--- src/rtl/core/tcw_pkg.sv ---
package tcw_pkg;

	// screen geometry defaults
	localparam int COLUMNS_DEF = 80;
	localparam int ROWS_DEF    = 25;

	// field widths
	localparam int OP_W     = 3;
	localparam int CHAR_W   = 8;
	localparam int ATTR_W   = 8;
	localparam int POS_X_W  = 7;
	localparam int POS_Y_W  = 5;
	localparam int OFFSET_W = 11;
	localparam int CELL_W   = CHAR_W + ATTR_W;

	// character codes and fixed values
	localparam logic [CHAR_W-1:0] CHAR_NEWLINE   = 8'd10;
	localparam logic [CHAR_W-1:0] CHAR_BACKSPACE = 8'd8;
	localparam logic [CHAR_W-1:0] CHAR_SPACE     = 8'd32;
	localparam logic [ATTR_W-1:0] ATTR_RESET     = 8'h0F;
	localparam int                JUMP_COLUMN    = 75;

	typedef enum logic [OP_W-1:0] {
		OP_PUT   = 3'd0,
		OP_MOVE  = 3'd1,
		OP_CLEAR = 3'd2,
		OP_COL75 = 3'd3,
		OP_READ  = 3'd4
	} op_t;

	typedef enum logic [2:0] {
		ST_INIT,
		ST_IDLE,
		ST_EXEC,
		ST_FILL,
		ST_COPY,
		ST_BLANK,
		ST_DONE
	} state_t;

	// controller to datapath
	typedef struct packed {
		logic latch_item;
		logic exec;
		logic read_cell;
		logic cnt_clr;
		logic cnt_inc;
		logic fill;
		logic fill_reset_attr;
		logic scroll_rd;
		logic copy_wr;
		logic load_out;
		logic out_next;
	} cmd_t;

	// datapath to controller
	typedef struct packed {
		logic need_scroll;
		logic op_clear;
		logic op_read;
		logic cnt_zero;
		logic cnt_copy_end;
		logic cnt_last;
	} status_t;

endpackage

--- src/rtl/core/tcw_ctrl.sv ---
module tcw_ctrl (
	input  logic             clk,
	input  logic             arst_n,
	input  logic             in_valid,
	output logic             in_ready,
	output logic             out_valid,
	input  logic             out_ready,
	input  tcw_pkg::status_t status,
	output tcw_pkg::cmd_t    cmd
);

	tcw_pkg::state_t state_q, state_d;
	logic            out_valid_q;
	logic            out_free;
	logic            exec_fast;

	assign out_free  = !out_valid_q || out_ready;
	assign exec_fast = !status.need_scroll && !status.op_clear && !status.op_read && out_free;
	assign out_valid = out_valid_q;

	always_ff @(posedge clk or negedge arst_n) begin
		if (!arst_n) begin
			state_q     <= tcw_pkg::ST_INIT;
			out_valid_q <= 1'b0;
		end else begin
			state_q <= state_d;
			if (cmd.load_out) begin
				out_valid_q <= 1'b1;
			end else if (out_ready) begin
				out_valid_q <= 1'b0;
			end
		end
	end

	// next state
	always_comb begin
		state_d = state_q;
		unique case (state_q)
			tcw_pkg::ST_INIT: begin
				if (status.cnt_last) state_d = tcw_pkg::ST_IDLE;
			end
			tcw_pkg::ST_IDLE: begin
				if (in_valid) state_d = tcw_pkg::ST_EXEC;
			end
			tcw_pkg::ST_EXEC: begin
				priority if (status.need_scroll) state_d = tcw_pkg::ST_COPY;
				else if (status.op_clear) state_d = tcw_pkg::ST_FILL;
				else if (exec_fast) state_d = tcw_pkg::ST_IDLE;
				else state_d = tcw_pkg::ST_DONE;
			end
			tcw_pkg::ST_FILL: begin
				if (status.cnt_last) state_d = tcw_pkg::ST_DONE;
			end
			tcw_pkg::ST_COPY: begin
				if (status.cnt_copy_end) state_d = tcw_pkg::ST_BLANK;
			end
			tcw_pkg::ST_BLANK: begin
				if (status.cnt_last) state_d = tcw_pkg::ST_DONE;
			end
			tcw_pkg::ST_DONE: begin
				if (out_free) state_d = tcw_pkg::ST_IDLE;
			end
			default: state_d = tcw_pkg::ST_INIT;
		endcase
	end

	// commands
	always_comb begin
		cmd      = '0;
		in_ready = 1'b0;
		unique case (state_q)
			tcw_pkg::ST_INIT: begin
				cmd.fill            = 1'b1;
				cmd.fill_reset_attr = 1'b1;
				cmd.cnt_inc         = !status.cnt_last;
			end
			tcw_pkg::ST_IDLE: begin
				in_ready       = 1'b1;
				cmd.latch_item = in_valid;
			end
			tcw_pkg::ST_EXEC: begin
				cmd.exec      = 1'b1;
				cmd.cnt_clr   = 1'b1;
				cmd.read_cell = status.op_read;
				cmd.load_out  = exec_fast;
				cmd.out_next  = 1'b1;
			end
			tcw_pkg::ST_FILL, tcw_pkg::ST_BLANK: begin
				cmd.fill    = 1'b1;
				cmd.cnt_inc = !status.cnt_last;
			end
			tcw_pkg::ST_COPY: begin
				cmd.scroll_rd = !status.cnt_copy_end;
				cmd.copy_wr   = !status.cnt_zero;
				cmd.cnt_inc   = !status.cnt_copy_end;
			end
			tcw_pkg::ST_DONE: begin
				cmd.load_out = out_free;
			end
			default: begin
				cmd = '0;
			end
		endcase
	end

endmodule

--- config.mk ---
export PLATFORM = sky130hd
export DESIGN_NAME = tcw_ctrl
export DESIGN_NICKNAME = d
export VERILOG_FILES = /design/src/rtl/core/tcw_pkg.sv /design/src/rtl/core/tcw_ctrl.sv
export SDC_FILE = /design/constraint.sdc
export NUM_CORES = 1
export LEC_CHECK = 0
export BUFFER_PORTS_ARGS = -buffer_cell sky130_fd_sc_hd__buf_4
export CAP_MARGIN = 20
export CORE_AREA = 2 2 39 41
export DETAILED_ROUTE_END_ITERATION = 10
export DIE_AREA = 0 0 41 43
export GPL_ROUTABILITY_DRIVEN = 0
export SETUP_SLACK_MARGIN = 0.05
export SLEW_MARGIN = 10
export SYNTH_ARGS = -nofsm -noshare
export SYNTH_HDL_FRONTEND = slang
export SYNTH_SLANG_ARGS = --single-unit
export TNS_END_PERCENT = 100
--- constraint.sdc ---
create_clock -name clk -period 1.25 [get_ports clk]
set_input_delay 0.125 -clock clk [delete_from_list [all_inputs] [get_ports clk]]
set_output_delay 0.125 -clock clk [all_outputs]
set_load 0.01 [all_outputs]
==> impl_results.md, run 1 <==
* Async SR Flop Fraction at 1.00
* CP Buf/Inv Count at 1
* Layout Cells excl Fill at 111
* Fin nets at 107
* Antenna-violating nets left at 0
* WL/cell at between 10 and 15 um
* Lkg Pwr at 0.453 nW
* CP Launch Type: register
* Layout Utilization at 0.665
* Largest net degree at the start of global routing at 8
* Max Buffers Root-to-Sink at 2
* First-pass GRT wire length at about 2100 um
* EDFF count, synth at 0
* Antenna violations before repair at 0
* Reg2Reg Depth at 6
* Drt first pass iters at 4
* Top cells by area, synth: dfrtp_1 23%, nand2b_1 7.2%, nor3_1 6.9%
* Worst hold path type: input port to register
* Fin worst setup slack at -0.117 ns
* Routed wire length at around 1500 um
* Post-synth top area share at 0.231
* CP Data Required Time at 1.12 ns
* CP Max Fanout at 7
* CTS tree: done
* Outcome: finished with violations
* Setup TNS at -0.964 ns
* Failing checks: negative setup slack
* Die H at approximately 43 um
* DRC viols at 0
* Post-synthesis cell area at between 400 and 500 um^2
* Area grow syn2layout at 112%
* Number of DRC markers in iteration 0 at 24
* #FFs+latches synth at 4
* Mapped Cells at 54
* Dpl cells at 92
* Max-Cap Viols at 0
* R2R Path End: state_q[1]
* Row Count at 14
* Total power at 0.00230 W
* Sequential area share after synthesis at 0.231
* Synth area leader: dfrtp_1
* CP Class: register to primary output
* Reg2reg setup slack at -0.06 ns
* Share of layout cells above drive strength 1 at 0.737
* Syn Area/Cell at 8.04 um^2
* CORE AREA at 1380 um^2
* Synth unique cells at 28
* Setup violators final at 13
* PortBufs at 22
* Post-DP HPWL at between 900 and 1000 um
* Vias at 566
* CP peak stage delay at 0.44 ns
* Num CTS Buffers at 3
* N_diodes at 0
* Vias in the first global route at 507
* Via density at 5.10
* Remaining Overflow, GRT at 0
* Hold path start: status[5]
* YS warnings at 0
* Fmax at 732 MHz
* Max Clock Skew at 0.00112 ns
* Launching point of the worst reg2reg path: state_q[2]
* Fin. max-slew vios at 0
* Slowest CP cell: dfrtp_2
* Final Hold Vio Count at 0
* RSZ-0062 raised after global routing: yes
* Ports at 23
* Tmin final at 1.37 ns
* Die area at 1760 um^2
* CP Capture Type: primary output
* Crit path max-delay family: flip-flops
* CTS clk-pin slew, worst paths at 0.03 ns
* Cell chosen for the clock root: clkbuf_4
* Arr. time, crit path at about 1.2 ns
* Cell Chain, Critical Path: xor2_1 -> o21ai_2 -> a21o_1 -> buf_6
* Rel. slew slack at 0.766
* Final period utilization at 1.09
* Worst-Margin Slew at 0.348 ns
* # clock sinks at 4
* WHS Path Cells at 3
* Pwr dens at 2500 nW/um^2
* Top_reg_cell synth: dfrtp_1
* Die width at 41 um
* Initial Util at 0.314
* Clock H-tree levels at 1
* Worst Hold Path EP: state_q[2]
* Max IR drop VDD at 0.00117 V
* Clk Latency, worst-skew pair at 0.23 ns
* Total GRT Usage at 0.177
* Pre-CTS setup slack at -0.00410 ns
* Syn_nets at 64
==> power breakdown <==
| part | internal (W) | switching [W] | total (W) |
|---|---|---|---|
| clock network | 0.000107 | 0.0000481 | 0.000155 |
| logic | 0.00110 | 0.000735 | 0.00183 |
| registers | 0.000198 | 0.000110 | 0.000308 |
| total | 0.00140 | 0.000893 | 0.00230 |
==> what timing repair did <==
action	CTS	global route
hold buffers	1	0
endpoints found under the setup margin	15	15
gates resized for setup	9	19
pin swaps	7	7
hold endpoints to repair	4	0
buffers inserted	12	3
==> synthesized netlist by cell type, types with 2 or more instances <==
cell	count
dfrtp_1	4
buf_4	4
nand2b_1	5
o21ai_1	2
o21bai_1	2
nand2_1	3
and2_1	2
nor3_1	6
nor2_1	6
nor2b_1	2
==> logic make-up (layout without fill, tap and decap cells) <==
group                  after synthesis  in the layout  synth area share
AND/OR/NAND/NOR                     25             25             0.294
AO/OA/AOI/OAI                       14             14             0.274
flip-flops                           4              4             0.231
multiplexers                         2              2            0.0576
XOR/XNOR                             1              1            0.0202
buffers and inverters                8             49             0.124
==> how the worst max path moves through the flow <==
stage | start | endpoint | slack [ns] | depth (start not counted)
detailed placement | state_q[2] | state_q[2] | -0.004 | 4
global route | state_q[1] | cmd[1] | -0.18 | 5
global placement | state_q[2] | state_q[2] | 0.02 | 4
floorplan | out_valid | state_q[1] | 0.06 | 3
CTS | state_q[2] | cmd[6] | -0.12 | 4
finish | state_q[0] | cmd[6] | -0.12 | 4
==> tightest hold or removal path: stages <==
cell	delay (ns)
buf_4	0.10
nor3_1	0.06
a2bb2oi_2	0.09
==> routing by layer <==
| layer | vias up | track usage | part of all wire |
|---|---|---|---|
| li1 | 275 | - | - |
| met2 | 22 | 0.313 | 0.58 |
| met4 | 0 | 0.0600 | 0.0089 |
| met5 | - | 0 | 0 |
| met3 | 2 | 0.0471 | 0.044 |
| met1 | 267 | 0.188 | 0.36 |
==> layout by cell type (no fill, tap or decap), types with 2 or more instances in the layout <==
| cell | count |
|---|---|
| buf_6 | 9 |
| nor2_1 | 2 |
| dfrtp_2 | 3 |
| nand2b_4 | 4 |
| and2_1 | 2 |
| nand2_1 | 2 |
| o21ai_2 | 2 |
| nor3_1 | 3 |
| clkbuf_4 | 3 |
| nor3_2 | 2 |
| nor2_2 | 3 |
| buf_4 | 33 |
==> flip-flops by register name, indices dropped and copies added (netlist names) <==
name       flops
state_q        3
out_valid      1
==> through the flow <==
step	hold slack, ns	cell area (um^2)
floorplan	-0.171	453
global placement	-0.0750	649
detailed placement	-0.0741	649
CTS	0.182	812
global route	0.196	920
finish	0.187	920
==> cell type report <==
class,count,area (um^2)
Fill cell,115,464
Tap cell,16,20.0
Multi-Input combinational cell,42,387
Timing Repair Buffer,44,379
Sequential cell,4,104
Clock buffer,3,22.5
Inverter,2,7.51
No activity file was read; power rests on OpenSTA's default activity.
==> run 2: changes to the inputs <==
Settings changed: BUFFER_PORTS_ARGS -buffer_cell sky130_fd_sc_hd__buf_4 to -buffer_cell sky130_fd_sc_hd__buf_2, MAX_ROUTING_LAYER from default to met4.
==> run 2 against run 1 <==
Net effect:
- the flow still finishes with violations (negative setup slack)
- hold slack better by 0.0069 ns
- design area fell by 10%
- cell count decreased by 5.4%
- combinational power fell by 14%
- sequential share of layout area is 1.3 points higher
- critical path type unchanged
- critical endpoint is now cmd[1]
==> impl_results.md, run 2 (synthesis gave the netlist of run 1 again) <==
* Worst path depth at 4 (unchanged)
* RSZ-0062 raised after global routing: yes
* Max reg flops at 3 (unchanged)
* DRC viols at 0 (unchanged)
* Rel. slew slack at 0.845 (+0.0789)
* Cell Chain, Critical Path: nand2b_4 -> o21bai_1 -> nor2_1 -> buf_2
* CP peak stage delay at 0.46 ns (+0.02 ns)
* Launching point of the worst reg2reg path: state_q[2]
* Layout Utilization at 0.595 (-0.0696)
* Remaining Overflow, GRT at 0 (unchanged)
* Row Count at 14 (unchanged)
* Setup violators final at 15 (+2)
* CORE AREA at 1380 um^2 (unchanged)
* Area grow syn2layout at 89.6%
* PortBufs at 22 (unchanged)
* Max Clock Skew at 0.00250 ns (+0.00138 ns)
* Worst-Margin Slew at 0.232 ns (-0.116 ns)
* Tmin final at 1.41 ns (+0.0407 ns)
* Lkg Pwr at 0.418 nW (-7.7%)
* Vias in the first global route at 511 (+0.79%)
* Fin worst setup slack at -0.158 ns (-0.0407 ns)
* CP Data Required Time at 1.12 ns (about the same)
* Max Buffers Root-to-Sink at 2 (unchanged)
* Max-Cap Viols at 0 (unchanged)
* CTS tree: done
* CP Launch Type: register
* WL/cell at 13.6 um (+3.6%)
* Share of layout cells above drive strength 1 at 0.685 (-0.0514)
* Final Hold Vio Count at 0 (unchanged)
* Num CTS Buffers at 3 (unchanged)
* Antenna violations before repair at 0 (unchanged)
* Ports at 23 (unchanged)
* Routed wire length at 1430 um (-2.0%)
* Most common cell after layout, fill and taps aside: buf_2
* CP Buf/Inv Count at 1 (unchanged)
* Fmax at 710 MHz (-2.9%)
* Reg2Reg Depth at 5 (-1)
* Dpl cells at 91 (-1.1%)
* Max IR drop VDD at 0.00126 V (+7.9%)
* Vias at 533 (-5.8%)
* # clock sinks at 4 (unchanged)
* CP Capture Type: primary output
* Pwr dens at 2510 nW/um^2 (+0.69%)
* Largest net degree at the start of global routing at 8 (unchanged)
* Cell chosen for the clock root: clkbuf_4
* Most frequent cells in the layout: 18 x buf_2, 9 x buf_4, 7 x buf_6
* Die area at 1760 um^2 (unchanged)
* Die H at 43 um (unchanged)
* Total GRT Usage at 0.192 (+0.0149)
* R2R Path End: state_q[2]
* Total power at 0.00207 W (-9.9%)
* First-pass GRT wire length at 2170 um (+4.3%)
* Drt first pass iters at 1 (-3)
* Arr. time, crit path at 1.28 ns (+0.04 ns)
* Crit path max-delay family: flip-flops
* Slowest CP cell: dfrtp_2
* Clock H-tree levels at 1 (unchanged)
* CTS clk-pin slew, worst paths at 0.04 ns (about the same)
* Worst hold path type: input port to register
* Reg2reg setup slack at -0.08 ns (-0.02 ns)
* Post-DP HPWL at 866 um (-5.7%)
* Number of DRC markers in iteration 0 at 0 (-100%)
* Fin nets at 101 (-5.6%)
* Layout Cells excl Fill at 105 (-5.4%)
* Fin. max-slew vios at 0 (unchanged)
* Initial Util at 0.314 (unchanged)
* CP endpoint: cmd[1]
* CP Class: register to primary output
* Antenna-violating nets left at 0 (unchanged)
* Setup crit start: state_q[0]
* Pre-CTS setup slack at 0.00839 ns (+0.0125 ns)
* Via density at 5.08 (-0.45%)
* CP Max Fanout at 7 (unchanged)
* Clk Latency, worst-skew pair at 0.25 ns (+0.02 ns)
* Failing checks: negative setup slack
* Final period utilization at 1.13 (+0.0326)
* N_diodes at 0 (unchanged)
* Outcome: finished with violations
* Die width at 41 um (unchanged)
* Largest Register: state_q
run 2: cell types whose count changed in the layout (fill, tap and decap cells not counted), sizes merged:
cell,previous run,this run
buf,43,37
run 2: worst min-delay path: cells and delay by family:
family / cells / cell delay [ns]
AOI/OAI and AO/OA: 1 / 0.10
and+or+nand+nor: 1 / 0.06
buffers and inverters: 1 / 0.12
run 2: area by class of cell:
| class | count | area [um^2] |
|---|---|---|
| clock buffers | 3 | 22.5 |
| fillers | 117 | 561 |
| inverters | 2 | 7.51 |
| multi-input cells | 42 | 368 |
| flip-flops and latches | 4 | 104 |
| well taps | 16 | 20.0 |
| repair buffers | 38 | 302 |
run 2: metrics by stage:
step	setup TNS [ns]	area, um^2	hold slack (ns)
detailed placement	0	587	-0.0653
floorplan	0	453	-0.171
finish	-0.981	823	0.193
global route	-1.67	823	0.214
CTS	-0.743	781	0.194
global placement	0	587	-0.0669
run 2: worst min path at each step:
stage	startpoint	endpoint	slack, ns	depth (start not counted)
6_report	status[5]	state_q[2]	0.19	3
5_1_grt	status[5]	state_q[2]	0.21	3
4_1_cts	status[5]	state_q[2]	0.19	3
3_5_place_dp	arst_n	state_q[1]	-0.07	1
3_3_place_gp	arst_n	out_valid	-0.07	1
2_1_floorplan	arst_n	out_valid	-0.17	0
run 2: layer usage:
layer / track usage / part of all wire / vias to the layer above
met3: 0.0419 / 0.055 / 6
met2: 0.306 / 0.54 / 22
met5: - / 0 / -
met1: 0.192 / 0.37 / 243
met4: 0.140 / 0.040 / 0
li1: - / - / 262
run 2: report_power, final:
part | leakage, nW | total (W) | internal (W) | switching, W
Clock | 0.0138 | 0.000185 | 0.000109 | 0.0000759
Combinational | 0.357 | 0.00157 | 0.000905 | 0.000662
Sequential | 0.0471 | 0.000318 | 0.000198 | 0.000120
run 2: timing repair:
item | CTS | global route
setup endpoints to repair | 14 | 15
hold buffers | 1 | 0
gates resized for setup | 20 | 6
pin swaps | 8 | 3
endpoints found under the hold margin | 4 | 0
setup buffers | 8 | 3
